### src/rtl/core/dimmer_key_fade_bargraph_core_macros.svh
// Assertion macros shared by the dimmer key/fade/bar graph RTL.
// Needs a clock and an active-low reset name at the point of use.
`ifndef DIMMER_KEY_FADE_BARGRAPH_CORE_MACROS_SVH
`define DIMMER_KEY_FADE_BARGRAPH_CORE_MACROS_SVH

`ifndef SYNTHESIS
// checked only out of reset
`define DKFB_ASSERT(lbl, clk, rstn, prop) \
    lbl: assert property (@(posedge clk) disable iff (!rstn) prop) \
        else $error("dkfb assertion failed");
// checked on every edge, reset included
`define DKFB_ASSERT_ALWAYS(lbl, clk, prop) \
    lbl: assert property (@(posedge clk) prop) \
        else $error("dkfb invariant failed");
`else
`define DKFB_ASSERT(lbl, clk, rstn, prop)
`define DKFB_ASSERT_ALWAYS(lbl, clk, prop)
`endif

`endif

### src/rtl/core/dkfb_pkg.sv
`timescale 1ns / 1ps
// Shared types, codes and constants of the dimmer key/fade/bar graph core.
// No dependencies.
package dkfb_pkg;

    localparam int LVL_W   = 7;
    localparam int LVL_N   = 8;
    localparam int LVLS_W  = LVL_W * LVL_N;
    localparam int HOLD_W  = 8;
    localparam int BAR_W   = 3;
    localparam int CFG_IDX_W = 2;
    localparam int IN_W    = 8;
    localparam int OUT_W   = 40;

    localparam logic [LVL_W-1:0] LEVEL_FULL = 7'd100;
    localparam logic [LVL_W-1:0] LEVEL_ONE  = 7'd1;
    localparam logic [LVL_W-1:0] PHASE_RST  = 7'd99;

    // bar graph upper bounds for 1..6 LEDs
    localparam logic [LVL_W-1:0] BAR_T1 = 7'd5;
    localparam logic [LVL_W-1:0] BAR_T2 = 7'd20;
    localparam logic [LVL_W-1:0] BAR_T3 = 7'd35;
    localparam logic [LVL_W-1:0] BAR_T4 = 7'd50;
    localparam logic [LVL_W-1:0] BAR_T5 = 7'd65;
    localparam logic [LVL_W-1:0] BAR_T6 = 7'd80;

    localparam logic [1:0] ON_SHORT  = 2'd1;
    localparam logic [1:0] ON_DOUBLE = 2'd2;

    localparam logic [2:0] DIM_PLUS_SHORT  = 3'd1;
    localparam logic [2:0] DIM_PLUS_HELD   = 3'd2;
    localparam logic [2:0] DIM_MINUS_SHORT = 3'd3;
    localparam logic [2:0] DIM_MINUS_HELD  = 3'd4;

    typedef enum logic [CFG_IDX_W-1:0] {
        CFG_STEP_LEVELS,
        CFG_HOLD_REPEAT,
        CFG_MIN_BRIGHT
    } t_cfg_idx;

    typedef struct packed {
        logic [LVLS_W-1:0] step_levels;
        logic [HOLD_W-1:0] hold_repeat_ticks;
        logic [LVL_W-1:0]  min_brightness;
    } t_cfg;

    // LSB first: power_on_key, power_off_key, dim_key, learn_mode, wifi_test
    typedef struct packed {
        logic       wifi_test;
        logic       learn_mode;
        logic [2:0] dim_key;
        logic       power_off_key;
        logic [1:0] power_on_key;
    } t_in_item;

    typedef struct packed {
        logic             sync_request;
        logic [1:0]       power_reports;
        logic             relay_state;
        logic             lamp_on;
        logic [LVL_W-1:0] bar_leds;
        logic [LVL_W-1:0] phase_delay;
        logic [LVL_W-1:0] fade_level;
        logic [LVL_W-1:0] brightness;
    } t_result;

    typedef struct packed {
        logic              power;
        logic              off_pending;
        logic [LVL_W-1:0]  target;
        logic [LVL_W-1:0]  faded;
        logic              fading;
        logic [BAR_W-1:0]  bar_cnt;
        logic [HOLD_W-1:0] hold;
        logic              relay;
        logic [LVL_W-1:0]  phase;
    } t_state;

    localparam t_state STATE_RST = '{
        power:       1'b0,
        off_pending: 1'b0,
        target:      LEVEL_FULL,
        faded:       LEVEL_ONE,
        fading:      1'b0,
        bar_cnt:     '0,
        hold:        '0,
        relay:       1'b0,
        phase:       PHASE_RST
    };

    function automatic logic [LVL_W-1:0] level_at(input logic [LVLS_W-1:0] levels,
                                                  input logic [2:0] k);
        level_at = levels[LVL_W * int'(k) +: LVL_W];
    endfunction

endpackage

### src/rtl/core/dkfb_cfg.sv
`timescale 1ns / 1ps
// Configuration register file: level table, hold repeat interval, brightness floor.
// Depends on dkfb_pkg.
module dkfb_cfg (
    input  logic                          i_clk,
    input  logic                          i_rst_n,
    input  logic                          i_cfg_valid,
    output logic                          o_cfg_ready,
    input  logic [dkfb_pkg::CFG_IDX_W-1:0] i_cfg_index,
    input  logic [dkfb_pkg::LVLS_W-1:0]    i_cfg_data,
    output dkfb_pkg::t_cfg                o_cfg
);

    logic [dkfb_pkg::LVLS_W-1:0] r_step_levels;
    logic [dkfb_pkg::HOLD_W-1:0] r_hold_repeat;
    logic [dkfb_pkg::LVL_W-1:0]  r_min_bright;

    assign o_cfg_ready = 1'b1;

    always_ff @(posedge i_clk) begin
        if (!i_rst_n) begin
            r_step_levels <= '0;
            r_hold_repeat <= 8'd10;
            r_min_bright  <= 7'd1;
        end else if (i_cfg_valid) begin
            unique case (dkfb_pkg::t_cfg_idx'(i_cfg_index))
                dkfb_pkg::CFG_STEP_LEVELS: r_step_levels <= i_cfg_data;
                dkfb_pkg::CFG_HOLD_REPEAT: r_hold_repeat <= i_cfg_data[dkfb_pkg::HOLD_W-1:0];
                dkfb_pkg::CFG_MIN_BRIGHT:  r_min_bright  <= i_cfg_data[dkfb_pkg::LVL_W-1:0];
                default: ;  // unmapped index, dropped
            endcase
        end
    end

    assign o_cfg = '{
        step_levels:       r_step_levels,
        hold_repeat_ticks: r_hold_repeat,
        min_brightness:    r_min_bright
    };

endmodule

### src/rtl/core/dkfb_step.sv
`timescale 1ns / 1ps
// One control tick: key handling, fade step, phase value and bar graph.
// Pure next-state/result logic. Depends on dkfb_pkg.
module dkfb_step (
    input  dkfb_pkg::t_cfg     i_cfg,
    input  dkfb_pkg::t_state   i_state,
    input  dkfb_pkg::t_in_item i_item,
    output dkfb_pkg::t_state   o_next_state,
    output dkfb_pkg::t_result  o_result
);

    logic [dkfb_pkg::LVL_W-1:0] up_pick;
    logic [dkfb_pkg::LVL_W-1:0] down_pick;
    logic [dkfb_pkg::LVL_W-1:0] prev;
    logic [dkfb_pkg::LVL_W-1:0] goal;
    logic [dkfb_pkg::HOLD_W-1:0] hold_inc;
    logic [1:0] reports;
    logic       sync;
    logic       dim_act;
    logic [7:0] bar_mask;
    dkfb_pkg::t_state st;

    // target after power keys; needed for the table picks
    always_comb begin
        prev = i_state.target;
        if (i_item.power_on_key != dkfb_pkg::ON_SHORT && !i_item.power_off_key
            && i_item.power_on_key == dkfb_pkg::ON_DOUBLE && !i_state.off_pending) begin
            prev = dkfb_pkg::LEVEL_FULL;
        end else if (i_item.power_on_key != dkfb_pkg::ON_SHORT && !i_item.power_off_key
            && i_item.power_on_key == dkfb_pkg::ON_DOUBLE && i_state.power) begin
            prev = dkfb_pkg::LEVEL_FULL;
        end
    end

    // first level above the target, else the top level
    always_comb begin
        up_pick = dkfb_pkg::level_at(i_cfg.step_levels, 3'd7);
        for (int k = dkfb_pkg::LVL_N - 1; k >= 0; k--) begin
            if (prev < dkfb_pkg::level_at(i_cfg.step_levels, 3'(k))) begin
                up_pick = dkfb_pkg::level_at(i_cfg.step_levels, 3'(k));
            end
        end
    end

    // highest of levels 0..6 below the target, else level 0
    always_comb begin
        down_pick = dkfb_pkg::level_at(i_cfg.step_levels, 3'd0);
        for (int k = 0; k < dkfb_pkg::LVL_N - 1; k++) begin
            if (prev > dkfb_pkg::level_at(i_cfg.step_levels, 3'(k))) begin
                down_pick = dkfb_pkg::level_at(i_cfg.step_levels, 3'(k));
            end
        end
    end

    always_comb begin
        st       = i_state;
        reports  = 2'd0;
        sync     = 1'b0;
        hold_inc = i_state.hold + 8'd1;
        dim_act  = (i_item.dim_key >= dkfb_pkg::DIM_PLUS_SHORT)
                && (i_item.dim_key <= dkfb_pkg::DIM_MINUS_HELD) && !i_item.learn_mode;

        // power keys, on-short first
        priority if (i_item.power_on_key == dkfb_pkg::ON_SHORT) begin
            if (!st.power && !st.off_pending) begin
                st.power = 1'b1;
                reports  = reports + 2'd1;
                st.relay = ~st.relay;
            end
        end else if (i_item.power_off_key) begin
            if (st.power) begin
                st.power       = 1'b0;
                reports        = reports + 2'd1;
                st.off_pending = 1'b1;
            end
        end else if (i_item.power_on_key == dkfb_pkg::ON_DOUBLE) begin
            if (!st.power && !st.off_pending) begin
                st.power  = 1'b1;
                reports   = reports + 2'd1;
                st.relay  = ~st.relay;
                st.target = dkfb_pkg::LEVEL_FULL;
            end else if (st.power) begin
                st.target = dkfb_pkg::LEVEL_FULL;
            end
        end else begin
        end

        // dim keys
        if (dim_act) begin
            if (!st.power) begin
                st.power = 1'b1;
                reports  = reports + 2'd1;
                st.relay = ~st.relay;
            end
            priority if (i_item.dim_key == dkfb_pkg::DIM_PLUS_SHORT) begin
                st.target = up_pick;
            end else if (i_item.dim_key == dkfb_pkg::DIM_MINUS_SHORT) begin
                st.target = down_pick;
            end else begin
                st.hold = hold_inc;
                if (hold_inc >= i_cfg.hold_repeat_ticks) begin
                    st.hold = '0;
                    if (i_item.dim_key == dkfb_pkg::DIM_PLUS_HELD) begin
                        if (st.target < dkfb_pkg::LEVEL_FULL) st.target = st.target + 7'd1;
                    end else begin
                        if (st.target > dkfb_pkg::LEVEL_ONE) st.target = st.target - 7'd1;
                    end
                end
            end
            if (st.target <= i_cfg.min_brightness) st.target = i_cfg.min_brightness;
            sync = (st.target != prev);
        end else begin
            st.hold = '0;
        end

        // fade one step toward the goal
        if (st.target > dkfb_pkg::LEVEL_FULL) st.target = dkfb_pkg::LEVEL_FULL;
        if (st.power) begin
            goal      = st.target;
            st.fading = 1'b1;
        end else begin
            goal = dkfb_pkg::LEVEL_ONE;
        end
        if (st.faded < goal) st.faded = st.faded + 7'd1;
        else if (st.faded > goal) st.faded = st.faded - 7'd1;
        if (st.faded <= dkfb_pkg::LEVEL_ONE) begin
            st.fading = 1'b0;
            if (st.off_pending) begin
                st.relay       = ~st.relay;
                st.off_pending = 1'b0;
            end
        end
        // phase register holds while the fade sits at zero
        if (st.faded >= dkfb_pkg::LEVEL_ONE && st.faded <= dkfb_pkg::LEVEL_FULL) begin
            st.phase = dkfb_pkg::LEVEL_FULL - st.faded;
        end

        // bar graph
        if (st.power || st.fading) begin
            priority if (st.faded <= dkfb_pkg::BAR_T1) st.bar_cnt = 3'd1;
            else if (st.faded <= dkfb_pkg::BAR_T2)     st.bar_cnt = 3'd2;
            else if (st.faded <= dkfb_pkg::BAR_T3)     st.bar_cnt = 3'd3;
            else if (st.faded <= dkfb_pkg::BAR_T4)     st.bar_cnt = 3'd4;
            else if (st.faded <= dkfb_pkg::BAR_T5)     st.bar_cnt = 3'd5;
            else if (st.faded <= dkfb_pkg::BAR_T6)     st.bar_cnt = 3'd6;
            else                                       st.bar_cnt = 3'd7;
        end else if (!i_item.wifi_test) begin
            st.bar_cnt = '0;
        end

        bar_mask = (8'd1 << st.bar_cnt) - 8'd1;
    end

    assign o_next_state = st;

    assign o_result = '{
        sync_request:  sync,
        power_reports: reports,
        relay_state:   st.relay,
        lamp_on:       st.power,
        bar_leds:      bar_mask[dkfb_pkg::LVL_W-1:0],
        phase_delay:   st.phase,
        fade_level:    st.faded,
        brightness:    st.target
    };

endmodule

### src/rtl/core/dimmer_key_fade_bargraph_core.sv
`timescale 1ns / 1ps
// Dimmer key/fade/bar graph core: top level with word registers and state.
// Depends on dkfb_pkg, dkfb_cfg, dkfb_step and the macros header.
//
// Usage:
//   s_axis carries one control tick per word (decoded key events and mode bits);
//   m_axis returns exactly one result word per tick, in order.
//   The cfg channel (i_cfg_valid/o_cfg_ready, index, data) writes the level
//   table (0), hold repeat interval (1) and brightness floor (2); it is always
//   ready and is to be used only while no tick is in flight.
// Path: a tick accepted into the input register is processed by the step logic
//   and lands in the result register when that register is free or draining.
// Throughput: one tick per cycle while m_axis_tready stays high; the state loop
//   through dkfb_step is combinational, so back-to-back ticks need no bubbles.
// Stall: while m_axis_tready is low the result word holds and the state
//   freezes; one more tick is taken into the input register, then s_axis_tready
//   drops until the result word is taken.
// Reset (i_rst_n low at an edge): lamp off, relay off, target 100, fade 1,
//   phase 99, bar dark, config back to defaults, both word registers empty.
`include "dimmer_key_fade_bargraph_core_macros.svh"

module dimmer_key_fade_bargraph_core (
    input  logic                          i_clk,
    input  logic                          i_rst_n,
    // config write channel
    input  logic                          i_cfg_valid,
    output logic                          o_cfg_ready,
    input  logic [dkfb_pkg::CFG_IDX_W-1:0] i_cfg_index,
    input  logic [dkfb_pkg::LVLS_W-1:0]    i_cfg_data,
    // tick input
    input  logic                          s_axis_tvalid,
    output logic                          s_axis_tready,
    // [1:0] power_on_key, [2] power_off_key, [5:3] dim_key, [6] learn_mode,
    // [7] wifi_test
    input  logic [dkfb_pkg::IN_W-1:0]      s_axis_tdata,
    // result output
    output logic                          m_axis_tvalid,
    input  logic                          m_axis_tready,
    // [6:0] brightness, [13:7] fade_level, [20:14] phase_delay, [27:21] bar_leds,
    // [28] lamp_on, [29] relay_state, [31:30] power_reports, [32] sync_request,
    // [39:33] zero
    output logic [dkfb_pkg::OUT_W-1:0]     m_axis_tdata
);

    dkfb_pkg::t_cfg      cfg;
    dkfb_pkg::t_in_item  r_in;
    logic                r_in_valid;
    dkfb_pkg::t_state    r_state;
    dkfb_pkg::t_state    n_state;
    dkfb_pkg::t_result   r_out;
    dkfb_pkg::t_result   n_out;
    logic                r_out_valid;
    logic                advance;

    dkfb_cfg u_cfg (
        .i_clk       (i_clk),
        .i_rst_n     (i_rst_n),
        .i_cfg_valid (i_cfg_valid),
        .o_cfg_ready (o_cfg_ready),
        .i_cfg_index (i_cfg_index),
        .i_cfg_data  (i_cfg_data),
        .o_cfg       (cfg)
    );

    dkfb_step u_step (
        .i_cfg        (cfg),
        .i_state      (r_state),
        .i_item       (r_in),
        .o_next_state (n_state),
        .o_result     (n_out)
    );

    // tick moves into the result register when that register is free or draining
    assign advance       = r_in_valid && (!r_out_valid || m_axis_tready);
    assign s_axis_tready = !r_in_valid || advance;

    always_ff @(posedge i_clk) begin
        if (!i_rst_n) begin
            r_in_valid  <= 1'b0;
            r_out_valid <= 1'b0;
            r_state     <= dkfb_pkg::STATE_RST;
        end else begin
            if (s_axis_tvalid && s_axis_tready) r_in_valid <= 1'b1;
            else if (advance)                  r_in_valid <= 1'b0;

            if (advance) begin
                r_state     <= n_state;
                r_out_valid <= 1'b1;
            end else if (m_axis_tready) begin
                r_out_valid <= 1'b0;
            end
        end
    end

    always_ff @(posedge i_clk) begin
        if (s_axis_tvalid && s_axis_tready) r_in <= dkfb_pkg::t_in_item'(s_axis_tdata);
        if (advance) r_out <= n_out;
    end

    assign m_axis_tvalid = r_out_valid;
    assign m_axis_tdata  = dkfb_pkg::OUT_W'(r_out);

    `DKFB_ASSERT_ALWAYS(a_target_in_range, i_clk,
        !i_rst_n || r_state.target <= dkfb_pkg::LEVEL_FULL)
    `DKFB_ASSERT(a_phase_matches_fade, i_clk, i_rst_n,
        r_out_valid && r_out.fade_level != 7'd0
        |-> 8'(r_out.phase_delay) + 8'(r_out.fade_level) == 8'd100)
    `DKFB_ASSERT(a_sync_implies_on, i_clk, i_rst_n, r_out_valid && r_out.sync_request |-> r_out.lamp_on)
    `DKFB_ASSERT(a_stall_freezes_state, i_clk, i_rst_n,
        r_out_valid && !m_axis_tready |=> $stable(r_state))

endmodule
### config.mk
export PLATFORM = sky130hd
export DESIGN_NAME = dimmer_key_fade_bargraph_core
export DESIGN_NICKNAME = d
export VERILOG_FILES = /design/src/rtl/core/dkfb_pkg.sv /design/src/rtl/core/dkfb_cfg.sv /design/src/rtl/core/dkfb_step.sv /design/src/rtl/core/dimmer_key_fade_bargraph_core.sv
export VERILOG_INCLUDE_DIRS = /design/src /design/src/rtl/core
export SDC_FILE = /design/constraint.sdc
export NUM_CORES = 1
export LEC_CHECK = 0
export ABC_CLOCK_PERIOD_IN_PS = 25200
export BUFFER_PORTS_ARGS = -buffer_cell sky130_fd_sc_hd__buf_2
export CAP_MARGIN = 25
export CORE_MARGIN = 5
export CORE_UTILIZATION = 55
export DETAILED_ROUTE_END_ITERATION = 12
export PLACE_DENSITY = 0.76
export SLEW_MARGIN = 10
export SYNTH_ARGS = -nofsm -noshare
export SYNTH_HDL_FRONTEND = slang
export SYNTH_SLANG_ARGS = --single-unit
### constraint.sdc
create_clock -name i_clk -period 25.2 [get_ports i_clk]
set_input_delay 3.78 -clock i_clk [delete_from_list [all_inputs] [get_ports i_clk]]
set_output_delay 3.78 -clock i_clk [all_outputs]
set_load 0.02 [all_outputs]
==> qor.csv <==
metric,value,unit
initial_antenna_violation_count,0,
grt_pass1_vias,9724,
power_leakage,4.42,nW
synth.ff_latch_count,150,
critPathMaxFanout,17,
setup_skew_after_layout,0.00877,ns
outcome,"finished, final reports clean",
die_height,148,um
worst_setup_hold_path_clk_slew,0.07,ns
cell_types_with_the_largest_area_share_after_synthesis,"dfxtp_1 (21%), edfxtp_1 (12%), nand2_1 (7.5%), ha_1 (7.0%), a21oi_1 (5.3%)",
slowest_stage_cell_on_the_critical_path,nor3b_2,
post_layout_instance_area,11600,um^2
yosys_most_used_dff,dfxtp_1,
post_synth_inst_count,1278,
async_reset_ff_share,0,%
first_iter_violations,884,
globalRouteOverflowTotal,0,
fin_crit,12.36,ns
powerDensity,60.1,nW/um^2
pin_count_of_the_biggest_net_entering_global_routing,96,
via_count,10177,
weighted_congestion_at_the_end_of_routability_driven_global_placement,1.05,
drt.antenna.violating_nets,0,
half_perimeter_wire_length_after_placement,24900,um
grt_first_pass_wirelength,53300,um
synth_enable_flop_cells,41,
syn2layout_area_growth,10.7,%
clkLatencyLatePin,0.44,ns
fmaxAchievable,80.9,MHz
worstHoldPathCells,2,
cts_resized,0,
avgRoutedWirePerCell,21.2,um
rsz0062_at_grt,false,
synth_seq_area_share,32.4,%
core,18800,um^2
worstReg2RegEnd,m_axis_tdata[25],
wirelength,33700,um
mappedNetlistArea,10500,um^2
clock_sinks,150,
ys_warn_count,0,
antenna_cells_inserted,0,
type_of_the_tightest_min_delay_check,reg2reg,
h_tree_levels,4,
kind_of_critical_path,reg2reg,
setup_tns,0,ns
whs_endpoint,r_state[3],
ff2ff_path_depth,44,
post_route_drc_violation_count,0,
io_pins,114,
die-width,148,um
placedInstanceArea,11100,um^2
timing.critical_path.depth,44,
hold_buffers,0,
grt_use_total,30.5,%
worstPathRequired,25.39,ns
numPortBuffers,105,
timing.critical_path.max_delay_family,compound AO/OA/AOI/OAI gates,
floorplan.die_area,22000,um^2
setup.reg_to_reg.worst_slack,12.84,ns
postCtsSetupRepairBufs,0,
synth_area_per_cell,8.24,um^2
num-nets-final,1473,
finalHoldViolations,0,
cts_buffers,17,
worst_r2r_startpoint,r_in[2],
path_buf_inv,3,
max_slew.worst_pin.slew,1.07,ns
yosys.area.top_type,dfxtp_1,
filler_cell_count,1673,
yosysMostFrequentCell,nand2_1,
drv.max_cap_violation_count,0,
drive_gt1_share,15.0,%
holdCritStartpoint,r_state[3],
critical-path-max-stage-delay,0.88,ns
clk_root_buffer_cell,clkbuf_16,
min_period_over_period,49.0,%
startpoint_type,flop,
floorplan.initialDensity,56.1,%
crit_path_end_kind,flop,
peak_ir_drop_on_the_vdd_network,0.0549,mV
max_slew_margin,28.9,%
synthTopCellsByCount,"nand2_1 (210), a21oi_1 (112), dfxtp_1 (109)",
ctsLongestPathBuffers,2,
drtPass1Iterations,6,
detail_route.vias_per_cell,6.40,
crit_top_cell,ha_1,
cp_data_arrival_time,12.55,ns
timing.final.setup_violations,0,
synthDominantCellAreaShare,20.7,%
final-max-slew-violation-count,0,
placement_rows,50,
clock_tree_from_tritoncts,built,
synth.lib_cells_used.distinct,108,
through the flow:
step | hold WS [ns] | cells | utilization [%] | power, mW | setup slack [ns]
CTS | 0.457 | 1590 | 62.1 | 0.699 | 13.10
global route | 0.483 | 1590 | 62.1 | 0.730 | 11.98
global placement | 0.441 | 1558 | 59.0 | 0.446 | 13.38
finish | 0.456 | 1590 | 62.1 | 0.700 | 12.84
floorplan | 0.432 | 1284 | - | 0.402 | 15.39
detailed placement | 0.447 | 1558 | 59.0 | 0.448 | 13.16
state kept, by name (all words and copies together), names as in the netlist:
register             count
u_cfg.r_step_levels     56
r_state                 36
m_axis_tdata            33
r_in                     8
u_cfg.r_hold_repeat      8
u_cfg.r_min_bright       7
m_axis_tvalid            1
r_in_valid               1
where the power goes:
| group | internal, mW | switching [mW] |
|---|---|---|
| sequential | 0.264 | 0.0120 |
| clock | 0.139 | 0.113 |
| combinational | 0.0632 | 0.108 |
| total | 0.466 | 0.234 |
worst min-delay path, cell delays in order, from the launching register on:
cell     delay, ns
dfxtp_1       0.31
nand2_1       0.05
a21oi_1       0.05
metal layers:
metal | vias up | track usage (%) | wire length, um
met5 | - | 0 | 0
met1 | 4806 | 39.3 | 14100
met2 | 461 | 50.6 | 15800
met4 | 0 | 14.0 | 1570
met3 | 114 | 4.75 | 2300
li1 | 4796 | - | -
kinds of logic (layout without fill, tap and decap cells):
kind of cell,count (synthesis),count (layout),synth area share (%)
flops,150,150,32.4
buf+inv,143,215,5.95
xor+xnor,42,42,3.57
other cells,2,8,0.0713
mux,36,36,3.55
simple gates,481,481,22.4
compound gates,364,364,25.0
fa+ha+maj,60,60,7.11
layout make-up:
class                      instances  area, um^2  area share [%]
sequential                       150        3410            29.3
inverter                          69         259            2.22
timing repair buffer             114         593            5.09
clock buffer                      19         433            3.72
multi-input combinational        991        6510            55.9
clock inverter                    13         144            1.24
tap                              234         293            2.51
placed cells by master (no fill, tap or decap), types with 7 or more instances in the layout:
cell	netlist	final
a211o_1	8	8
ha_1	59	59
nand3b_1	16	16
nand2b_1	17	17
buf_4	9	9
mux2i_1	28	28
o21a_1	7	7
a22oi_1	17	17
xor2_1	10	10
edfxtp_1	41	41
dfxtp_1	109	109
or3_1	16	16
a21oi_1	112	112
and2_1	15	15
nand2_1	210	210
o21ai_0	33	33
o2111ai_1	12	12
nor3_1	18	18
nor2_1	82	82
o22ai_1	10	10
buf_2	15	105
xnor2_1	31	31
nand3_1	30	30
mux2_2	7	7
clkbuf_16	0	17
conb_1	2	8
a211oi_1	14	14
nor3b_1	8	7
nor2b_1	13	13
o221ai_1	11	11
a21o_1	11	11
a31oi_1	19	19
o211ai_1	13	13
nand4_1	10	10
a221oi_1	9	9
inv_1	65	64
worst max path at each step:
stage          startpoint          endpoint  slack (ns)
3_3_place_gp      r_in[2]  m_axis_tdata[25]       13.38
2_1_floorplan     r_in[2]  m_axis_tdata[25]       15.39
4_1_cts           r_in[2]  m_axis_tdata[25]       13.10
6_report          r_in[2]  m_axis_tdata[25]       12.84
3_5_place_dp      r_in[2]  m_axis_tdata[25]       13.16
5_1_grt           r_in[2]  m_axis_tdata[25]       11.98
(Power assumes the default switching activity.)
